### src/rtl/olrc_pkg.sv
// shared constants and types for the oldest-loaded region cache
package olrc_pkg;

    // store geometry
    localparam int MAX_ENTRIES = 64;
    localparam int KEY_BITS    = 14;
    localparam int STAMP_W     = 32;
    localparam int SLOT_W      = $clog2(MAX_ENTRIES);
    localparam int CNT_W       = $clog2(MAX_ENTRIES + 1);
    localparam int ENTRY_W     = KEY_BITS + STAMP_W;

    // capacity register
    localparam int          CAP_W     = 7;
    localparam logic [6:0]  CAP_RESET = 7'd40;
    localparam int          CMP_W     = (CNT_W > CAP_W) ? CNT_W : CAP_W;

    // input word kinds
    localparam logic KIND_REQUEST = 1'b0;
    localparam logic KIND_CLEAR   = 1'b1;

    // stream word widths
    localparam int IN_DATA_W  = 48;
    localparam int OUT_DATA_W = 24;

    // one stored entry as read back during a scan
    typedef struct packed {
        logic                vld;
        logic [SLOT_W-1:0]   slot;
        logic                used;
        logic [KEY_BITS-1:0] key;
        logic [STAMP_W-1:0]  stamp;
    } t_beat;

    // what the scan found over the whole store
    typedef struct packed {
        logic                hit;
        logic [SLOT_W-1:0]   hit_slot;
        logic                vic_have;
        logic [SLOT_W-1:0]   vic_slot;
        logic [KEY_BITS-1:0] vic_key;
        logic                free_have;
        logic [SLOT_W-1:0]   free_slot;
    } t_scan;

endpackage

### src/rtl/olrc_scan.sv
// scan accumulator: key match, oldest entry and first free slot over one pass
module olrc_scan (
    input  logic                         i_clk,
    input  logic                         i_rst_n,
    input  logic                         i_start,
    input  logic [olrc_pkg::KEY_BITS-1:0] i_req_key,
    input  olrc_pkg::t_beat              i_beat,
    output olrc_pkg::t_scan              o_res
);
    import olrc_pkg::*;

    t_scan              r_res;
    t_scan              n_res;
    logic [STAMP_W-1:0] r_vic_stamp;
    logic [STAMP_W-1:0] n_vic_stamp;
    logic               older;

    // victim order: smaller stamp first, then smaller key
    always_comb begin
        older = !r_res.vic_have
             || (i_beat.stamp < r_vic_stamp)
             || ((i_beat.stamp == r_vic_stamp) && (i_beat.key < r_res.vic_key));
    end

    // fold one entry into the running results
    always_comb begin
        n_res       = r_res;
        n_vic_stamp = r_vic_stamp;
        if (i_start) begin
            n_res = '0;
        end else if (i_beat.vld) begin
            if (i_beat.used) begin
                if (!r_res.hit && (i_beat.key == i_req_key)) begin
                    n_res.hit      = 1'b1;
                    n_res.hit_slot = i_beat.slot;
                end
                if (older) begin
                    n_res.vic_have = 1'b1;
                    n_res.vic_slot = i_beat.slot;
                    n_res.vic_key  = i_beat.key;
                    n_vic_stamp    = i_beat.stamp;
                end
            end else if (!r_res.free_have) begin
                n_res.free_have = 1'b1;
                n_res.free_slot = i_beat.slot;
            end
        end
    end

    always_ff @(posedge i_clk) begin
        if (!i_rst_n) begin
            r_res <= '0;
        end else begin
            r_res <= n_res;
        end
        r_vic_stamp <= n_vic_stamp;
    end

    assign o_res = r_res;

endmodule

### src/rtl/oldest_loaded_region_cache.sv
// top level of the oldest-loaded region cache: control, valid bits and entry memory
//
// Fully associative store of region keys, each stamped with its load time.
// Input channel s_axis: one word per request or clear; tuser selects clear.
// Output channel m_axis: exactly one result word per input word.
// Config channel: i_cfg_valid / o_cfg_ready / i_cfg_data writes the capacity
// register; o_cfg_ready is always high. Writes must go in only between items;
// the block itself does not enforce it. A request reads every slot of the
// entry memory once, one slot per cycle through its single read port, then
// writes back in the write state; its result passes through the last-scan,
// write and done states into the output register, and no new word is taken
// until the block is back in idle. A clear drops all valid bits at once; its
// result goes through the done state into the output register.
// Reset clears the valid bits, the entry count and the output valid flag and
// loads the capacity with 40; no clearing pass is needed, the block takes
// input in the first cycle after reset.
// A finished result waits in the output register while m_axis_tready is
// low; the block accepts the next word meanwhile and holds its own result
// back only until the register is free.
module oldest_loaded_region_cache (
    input  logic                              i_clk,
    input  logic                              i_rst_n,
    // region_key[13:0], now_seconds[45:14], load_ok[46], zero [47]
    input  logic [olrc_pkg::IN_DATA_W-1:0]    s_axis_tdata,
    // kind[0]
    input  logic [0:0]                        s_axis_tuser,
    input  logic                              s_axis_tvalid,
    output logic                              s_axis_tready,
    // hit[0], inserted[1], slot[7:2], evicted[8], evicted_key[22:9], zero [23]
    output logic [olrc_pkg::OUT_DATA_W-1:0]   m_axis_tdata,
    output logic                              m_axis_tvalid,
    input  logic                              m_axis_tready,
    input  logic                              i_cfg_valid,
    output logic                              o_cfg_ready,
    input  logic [olrc_pkg::CAP_W-1:0]        i_cfg_data
);
    import olrc_pkg::*;

    // controller states
    localparam logic [2:0] S_IDLE  = 3'd0;
    localparam logic [2:0] S_SCAN  = 3'd1;
    localparam logic [2:0] S_LAST  = 3'd2;
    localparam logic [2:0] S_WRITE = 3'd3;
    localparam logic [2:0] S_DONE  = 3'd4;

    logic [2:0]             r_state;
    logic [2:0]             n_state;
    logic [CAP_W-1:0]       r_cap;
    logic [CNT_W-1:0]       r_count;
    logic [CNT_W-1:0]       n_count;
    logic [MAX_ENTRIES-1:0] r_valid;
    logic [MAX_ENTRIES-1:0] n_valid;
    logic [SLOT_W-1:0]      r_idx;
    logic [KEY_BITS-1:0]    r_req_key;
    logic [STAMP_W-1:0]     r_req_now;
    logic                   r_req_ok;
    logic [OUT_DATA_W-1:0]  r_res;
    logic [OUT_DATA_W-1:0]  n_res;
    logic [OUT_DATA_W-1:0]  r_out;
    logic                   r_out_vld;

    // entry memory and its read pipeline
    logic [ENTRY_W-1:0]     mem [MAX_ENTRIES];
    logic [ENTRY_W-1:0]     r_rd_data;
    logic                   r_rd_used;
    logic [SLOT_W-1:0]      r_rd_slot;
    logic                   r_beat_vld;
    logic                   rd_en;
    logic                   wr_en;
    logic [SLOT_W-1:0]      wr_slot;

    t_beat                  beat;
    t_scan                  scan;
    logic                   in_acc;
    logic                   out_free;
    logic                   scan_start;
    logic [CMP_W-1:0]       cap_eff;
    logic                   full;
    logic                   do_evict;
    logic                   ins_have;
    logic [SLOT_W-1:0]      ins_slot;
    logic                   do_ins;
    logic [SLOT_W-1:0]      res_slot;
    logic [KEY_BITS-1:0]    res_evkey;

    assign s_axis_tready = (r_state == S_IDLE);
    assign in_acc        = s_axis_tvalid && s_axis_tready;
    assign out_free      = !r_out_vld || m_axis_tready;
    assign o_cfg_ready   = 1'b1;
    assign m_axis_tdata  = r_out;
    assign m_axis_tvalid = r_out_vld;

    // reads only in the scan state, writes only in the write state
    assign rd_en      = (r_state == S_SCAN);
    assign scan_start = in_acc;

    // entry memory, one read and one write port
    always_ff @(posedge i_clk) begin
        if (wr_en) begin
            mem[wr_slot] <= {r_req_key, r_req_now};
        end
        if (rd_en) begin
            r_rd_data <= mem[r_idx];
        end
        r_rd_used <= r_valid[r_idx];
        r_rd_slot <= r_idx;
    end

    // entry as seen by the scan
    always_comb begin
        beat.vld   = r_beat_vld;
        beat.slot  = r_rd_slot;
        beat.used  = r_rd_used;
        beat.key   = r_rd_data[ENTRY_W-1:STAMP_W];
        beat.stamp = r_rd_data[STAMP_W-1:0];
    end

    olrc_scan u_scan (
        .i_clk     (i_clk),
        .i_rst_n   (i_rst_n),
        .i_start   (scan_start),
        .i_req_key (r_req_key),
        .i_beat    (beat),
        .o_res     (scan)
    );

    // capacity 0 acts as 1; the count never exceeds the store size
    always_comb begin
        cap_eff = (r_cap == '0) ? CMP_W'(1) : CMP_W'(r_cap);
        full    = (CMP_W'(r_count) >= cap_eff) || (r_count >= CNT_W'(MAX_ENTRIES));
    end

    // miss handling: evict, then place into lowest free slot
    always_comb begin
        do_evict = !scan.hit && full && scan.vic_have;
        if (do_evict && (!scan.free_have || (scan.vic_slot < scan.free_slot))) begin
            ins_slot = scan.vic_slot;
        end else begin
            ins_slot = scan.free_slot;
        end
        ins_have  = scan.free_have || do_evict;
        do_ins    = !scan.hit && r_req_ok && ins_have;
        res_slot  = scan.hit ? scan.hit_slot : (do_ins ? ins_slot : '0);
        res_evkey = do_evict ? scan.vic_key : '0;
    end

    assign wr_en   = (r_state == S_WRITE) && do_ins;
    assign wr_slot = ins_slot;

    // state machine and store update
    always_comb begin
        n_state = r_state;
        n_valid = r_valid;
        n_count = r_count;
        n_res   = r_res;
        unique case (r_state)
            S_IDLE: begin
                if (in_acc) begin
                    if (s_axis_tuser[0] == KIND_CLEAR) begin
                        n_valid = '0;
                        n_count = '0;
                        n_res   = '0;
                        n_state = S_DONE;
                    end else begin
                        n_state = S_SCAN;
                    end
                end
            end
            S_SCAN: begin
                if (r_idx == SLOT_W'(MAX_ENTRIES - 1)) begin
                    n_state = S_LAST;
                end
            end
            S_LAST: begin
                n_state = S_WRITE;
            end
            S_WRITE: begin
                if (do_evict) begin
                    n_valid[scan.vic_slot] = 1'b0;
                end
                if (do_ins) begin
                    n_valid[ins_slot] = 1'b1;
                end
                n_count = r_count - CNT_W'(do_evict) + CNT_W'(do_ins);
                n_res   = {1'b0, res_evkey, do_evict, res_slot, do_ins, scan.hit};
                n_state = S_DONE;
            end
            S_DONE: begin
                if (out_free) begin
                    n_state = S_IDLE;
                end
            end
            default: begin
                n_state = S_IDLE;
            end
        endcase
    end

    // control registers
    always_ff @(posedge i_clk) begin
        if (!i_rst_n) begin
            r_state    <= S_IDLE;
            r_valid    <= '0;
            r_count    <= '0;
            r_cap      <= CAP_RESET;
            r_idx      <= '0;
            r_beat_vld <= 1'b0;
            r_out_vld  <= 1'b0;
        end else begin
            r_state    <= n_state;
            r_valid    <= n_valid;
            r_count    <= n_count;
            r_beat_vld <= rd_en;
            if (i_cfg_valid && o_cfg_ready) begin
                r_cap <= i_cfg_data;
            end
            if (rd_en) begin
                r_idx <= r_idx + SLOT_W'(1);
            end else begin
                r_idx <= '0;
            end
            if ((r_state == S_DONE) && out_free) begin
                r_out_vld <= 1'b1;
            end else if (m_axis_tready) begin
                r_out_vld <= 1'b0;
            end
        end
    end

    // payload registers
    always_ff @(posedge i_clk) begin
        r_res <= n_res;
        if (in_acc) begin
            r_req_key <= s_axis_tdata[KEY_BITS-1:0];
            r_req_now <= s_axis_tdata[KEY_BITS+STAMP_W-1:KEY_BITS];
            r_req_ok  <= s_axis_tdata[KEY_BITS+STAMP_W];
        end
        if ((r_state == S_DONE) && out_free) begin
            r_out <= r_res;
        end
    end

    // entry count tracks the valid bits
    a_count_matches: assert property (@(posedge i_clk) disable iff (!i_rst_n)
        $countones(r_valid) == int'(r_count))
        else $error("entry count differs from number of valid entries");

    // memory is never read and written in the same cycle
    a_no_overlap: assert property (@(posedge i_clk) disable iff (!i_rst_n)
        !(rd_en && wr_en))
        else $error("entry memory read and write overlap");

    // a hit neither inserts nor evicts
    a_hit_alone: assert property (@(posedge i_clk) disable iff (!i_rst_n)
        r_out_vld |-> !(r_out[0] && (r_out[1] || r_out[8])))
        else $error("hit result also reports insert or eviction");

    // a clear empties the store in the next cycle
    a_clear_empties: assert property (@(posedge i_clk) disable iff (!i_rst_n)
        (in_acc && (s_axis_tuser[0] == KIND_CLEAR)) |=> (r_valid == '0 && r_count == '0))
        else $error("clear left entries valid");

    // scan results are read only after the last slot is folded in
    a_scan_done: assert property (@(posedge i_clk) disable iff (!i_rst_n)
        (r_state == S_WRITE) |-> ($past(r_state) == S_LAST && !r_beat_vld))
        else $error("write phase entered before scan finished");

endmodule

### config.mk
export PLATFORM = sky130hd
export DESIGN_NAME = oldest_loaded_region_cache
export DESIGN_NICKNAME = d
export VERILOG_FILES = /design/src/rtl/olrc_pkg.sv /design/src/rtl/olrc_scan.sv /design/src/rtl/oldest_loaded_region_cache.sv
export SDC_FILE = /design/constraint.sdc
export NUM_CORES = 2
export LEC_CHECK = 0
export BUFFER_PORTS_ARGS = -buffer_cell sky130_fd_sc_hd__buf_4
export CORE_ASPECT_RATIO = 1.1
export CORE_MARGIN = 5
export CORE_UTILIZATION = 43
export CTS_BUF_LIST = sky130_fd_sc_hd__clkbuf_4 sky130_fd_sc_hd__clkbuf_8
export DETAILED_ROUTE_END_ITERATION = 8
export GPL_ROUTABILITY_DRIVEN = 0
export PLACE_DENSITY_LB_ADDON = 0.2
export SLEW_MARGIN = 15
export SYNTH_ARGS = -nofsm -noshare
export SYNTH_HDL_FRONTEND = slang
export SYNTH_SLANG_ARGS = --single-unit
export TNS_END_PERCENT = 100
### constraint.sdc
create_clock -name i_clk -period 13 [get_ports i_clk]
set_clock_uncertainty 0.05 [all_clocks]
set_input_delay 0.65 -clock i_clk [delete_from_list [all_inputs] [get_ports i_clk]]
set_output_delay 0.65 -clock i_clk [all_outputs]
set_load 0.01 [all_outputs]
==> results.md <==
- Peak VDD IR: 0.00008215 V
- Fin area: about 140,000 sq um
- Critical path class: reg -> reg
- P per Cell Area: roughly 150 nW/um^2
- Drt pass-1 iters: 6
- Yosys reg bits: around 3,200
- Worst-Skew Late Latency: around 1000 ps
- Initial Utilization: between 40% and 50%
- Synth-to-layout area growth: 13.74%
- Top_reg_cell synth: edfxtp_1
- Cell count after synthesis: between 5,000 and 6,000
- Share of layout cells above drive strength 1: between 30% and 40%
- Finished Layout Cells: approximately 10,000
- Largest net degree at the start of global routing: roughly 130
- Most frequent CP cell: buf_4
- Critical-path cell list: nor4_1, a31o_2, ha_1, nor2b_1, o21ai_1, a41oi_2, buf_4, or3_1, buf_4, mux2_2, nor2_4, buf_4
- Worst path top cell family by delay: simple AND/OR/NAND/NOR gates
- Post-synth cell types: 78
- Seq/Total Area, Yosys: 77.02%
- Power Total: ~21 mW
- Crit-path max FO: 28
- Slowest cell on the critical path: nor2_4
- Top-count cell post-synth: edfxtp_1
- Post-layout min period: 5801 ps
- Post-synthesis xor/xnor area fraction: 0.1403%
- Synth Area in Compound Gates: between 1 and 1.5%
- Nets: 6,067
- Vias: just over 60,000
- Syn nets: 5,481
- Die height: about 580 microns
- Overflow after GRT: 0
- Critical path data required time: 13,590 ps
- Synth warnings: 0
- CTS clk-pin slew, worst paths: 70 ps
- Post-route clock period utilization: around 45%
- Number of flops mapped to enable cells by yosys: ~3,100
- Startpoint class of the critical path: flip-flop
- Avg WL per Cell: roughly 33 microns
- Max clock buf depth: 4
- Root Buffer: clkbuf_8
- Final setup viols: 0
- First-pass GRT wire length: ~470,000 microns
- Share of the synthesized area in the top cell type: 74.92%
- Cell taking the most area after synthesis: edfxtp_1
- Mapped Area: ~120,000 sq um
- Placed Area: between 100,000 and 150,000 sq um
- # fillers: around 23,000
- Hold Crit Class: in -> reg
- Worst hold margin: 260.1 ps
- Final ANT Viol Nets: 0
- Std cell rows: 207
- Async S/R FF share, synth: 0%
- Post-synthesis adder-cell area fraction: less than 1%
- Slew margin rel.: about a tenth
- Leak pwr: between 40 and 50 nW
- CTS tree: yes
- Initial antenna violation count: 14
- IO Pins: 88
- Hpwl dp: 178,700 microns
- Maxcap violations: 0
- Post-synthesis simple-gate area fraction: about 1.4%
- Top cells by area, synth: edfxtp_1 (75%), mux4_2 (18%), dfxtp_1 (2.1%)
- Max H-tree Level: 6
- # DRC: 0
- Placed cell count: 9,199
- Run status: completed
- Setup WS post-layout: 7199 ps
- CTS sink count: 3,246
- Port bufs: 84
- GRT Util Overall: between 20 and 25%
- TritonCTS buffer count: around 540
- Maximum clock frequency: ~170 MHz
- Postcts setup bufs: 0
- FF-to-FF setup slack: ~7200 ps
- Mux contribution to synthesized area: a little under a fifth
- Slew Viols, Final: 0
- Core Region: slightly below 300,000 sq um
- Die extent in x: approximately 520 microns
- Final setup TNS: 0 ps
- Worst slew pin tran: 1329 ps
- Die ar.: 301,200 sq um
- Pre-CTS WS: 7216 ps
- Critical path buffer and inverter count: 3
- Final hold vios: 0
- Total wire length: between 300,000 and 400,000 microns
- CP peak stage delay: 920 ps
- Via density per instance: roughly 5.9
- Commonest cells post-synth: edfxtp_1 (3,115), mux4_2 (987), clkbuf_1 (163)
- Vias in the first global route: roughly 62,000
- Largest family of logic cells by synthesized area: multiplexers
- Crit end category: flip-flop
- Initial DRC count: around 7,000
- RSZ-0062 raised after global routing: no
- CP Data Arrival Time: roughly 6400 ps
- Final Core Density: around 50%
- Syn avg cell area: ~23 sq um
area by class of cell:
type | count | area [sq um] | area share (%)
Tap cell | 3866 | 4837 | 3.406
Clock buffer | 723 | 8831 | 6.219
Antenna cell | 2 | 5.005 | 0.003524
Timing Repair Buffer | 333 | 2813 | 1.981
Multi-Input combinational cell | 1743 | 27670 | 19.48
Clock inverter | 200 | 1371 | 0.9657
Sequential cell | 3246 | 96180 | 67.73
Inverter | 79 | 296.5 | 0.2088
where the power goes:
group | switching [mW] | internal [mW] | total (mW) | leakage, nW
clock network | 4.06 | 4.63 | 8.69 | 5.37
registers | 0.0208 | 11.5 | 11.6 | 29.1
logic | 0.379 | 0.205 | 0.584 | 8.51
kinds of logic (layout without fill, tap and decap cells):
kind of cell	count (synthesis)	count (layout)
XOR/XNOR	20	20
flip-flops	3246	3246
AO/OA/AOI/OAI	266	266
AND/OR/NAND/NOR	370	370
buffers and inverters	363	1335
multiplexers	1017	1017
other	2	4
adder cells (fa/ha/maj)	68	68
what timing repair did:
item | CTS | global route
hold endpoints to repair | 71 | 0
hold buffers | 67 | 0
gates resized for setup | 0 | 0
tightest hold or removal path, stage by stage:
cell and delay [ps]:
buf_4 80, nand3_1 60, a21o_1 160, buf_4 220
a21oi_1 140
flip-flops by register name, summed over array words and instances (netlist names):
name,flops
m_axis_tdata,23
m_axis_tvalid,1
mem,2944
r_beat_vld,1
r_cap,7
r_count,7
r_idx,6
r_rd_data,46
r_rd_slot,6
r_rd_used,1
r_req_key,14
r_req_now,32
r_req_ok,1
r_res,23
r_state,3
r_valid,64
u_scan.o_res,35
u_scan.r_vic_stamp,32
routing by layer:
layer  vias to the layer above  part of all wire, %  GRT usage, %
met5                         -                    0             0
met4                         0                  3.1         7.056
met3                       540                  7.3         3.919
met2                      2649                   49         36.50
met1                     33200                   40         30.93
li1                      24110                    -             -
cell usage in the layout (no fill, tap or decap), types with 6 or more instances in the layout:
cell and instances:
nor3_1 24, nor2_1 82, clkinv_8 8, inv_1 76, nand2b_1 13, a21oi_1 77
nor2_4 65, clkbuf_8 544, nand2_1 79, bufinv_16 10, mux2i_1 19, o31a_1 10
nand4_1 12, dfxtp_1 125, clkbuf_4 179, dlygate4sd3_1 67, inv_8 8, or3_1 6
edfxtp_1 3115, nor4_1 14, dfxtp_4 6, mux2_2 6, ha_1 67, o21ai_1 17
clkinvlp_4 14, clkinv_2 32, o21ai_0 58, a32o_1 15, xor2_1 12, mux4_2 987
nand3_1 37, xnor2_1 8, clkinv_1 112, a31o_1 8, buf_12 10, a21o_1 10
inv_6 16, o211ai_1 30, buf_4 255
path summary, 6_finish.rpt:
| check | from | depth (start not counted) | end |
|---|---|---|---|
| max reg2reg | r_cap[6]$_SDFFE_PN0P_ | 12 | mem[42][10]$_DFFE_PP_ |
| min | s_axis_tuser | 5 | r_state[2]$_SDFFE_PN0P_ |
| max | r_cap[6]$_SDFFE_PN0P_ | 12 | mem[42][10]$_DFFE_PP_ |
| min reg2reg | r_res[10]$_SDFFCE_PN0P_ | 0 | m_axis_tdata[10]$_DFFE_PP_ |
Note: power is estimated with default switching activity, not from simulation.
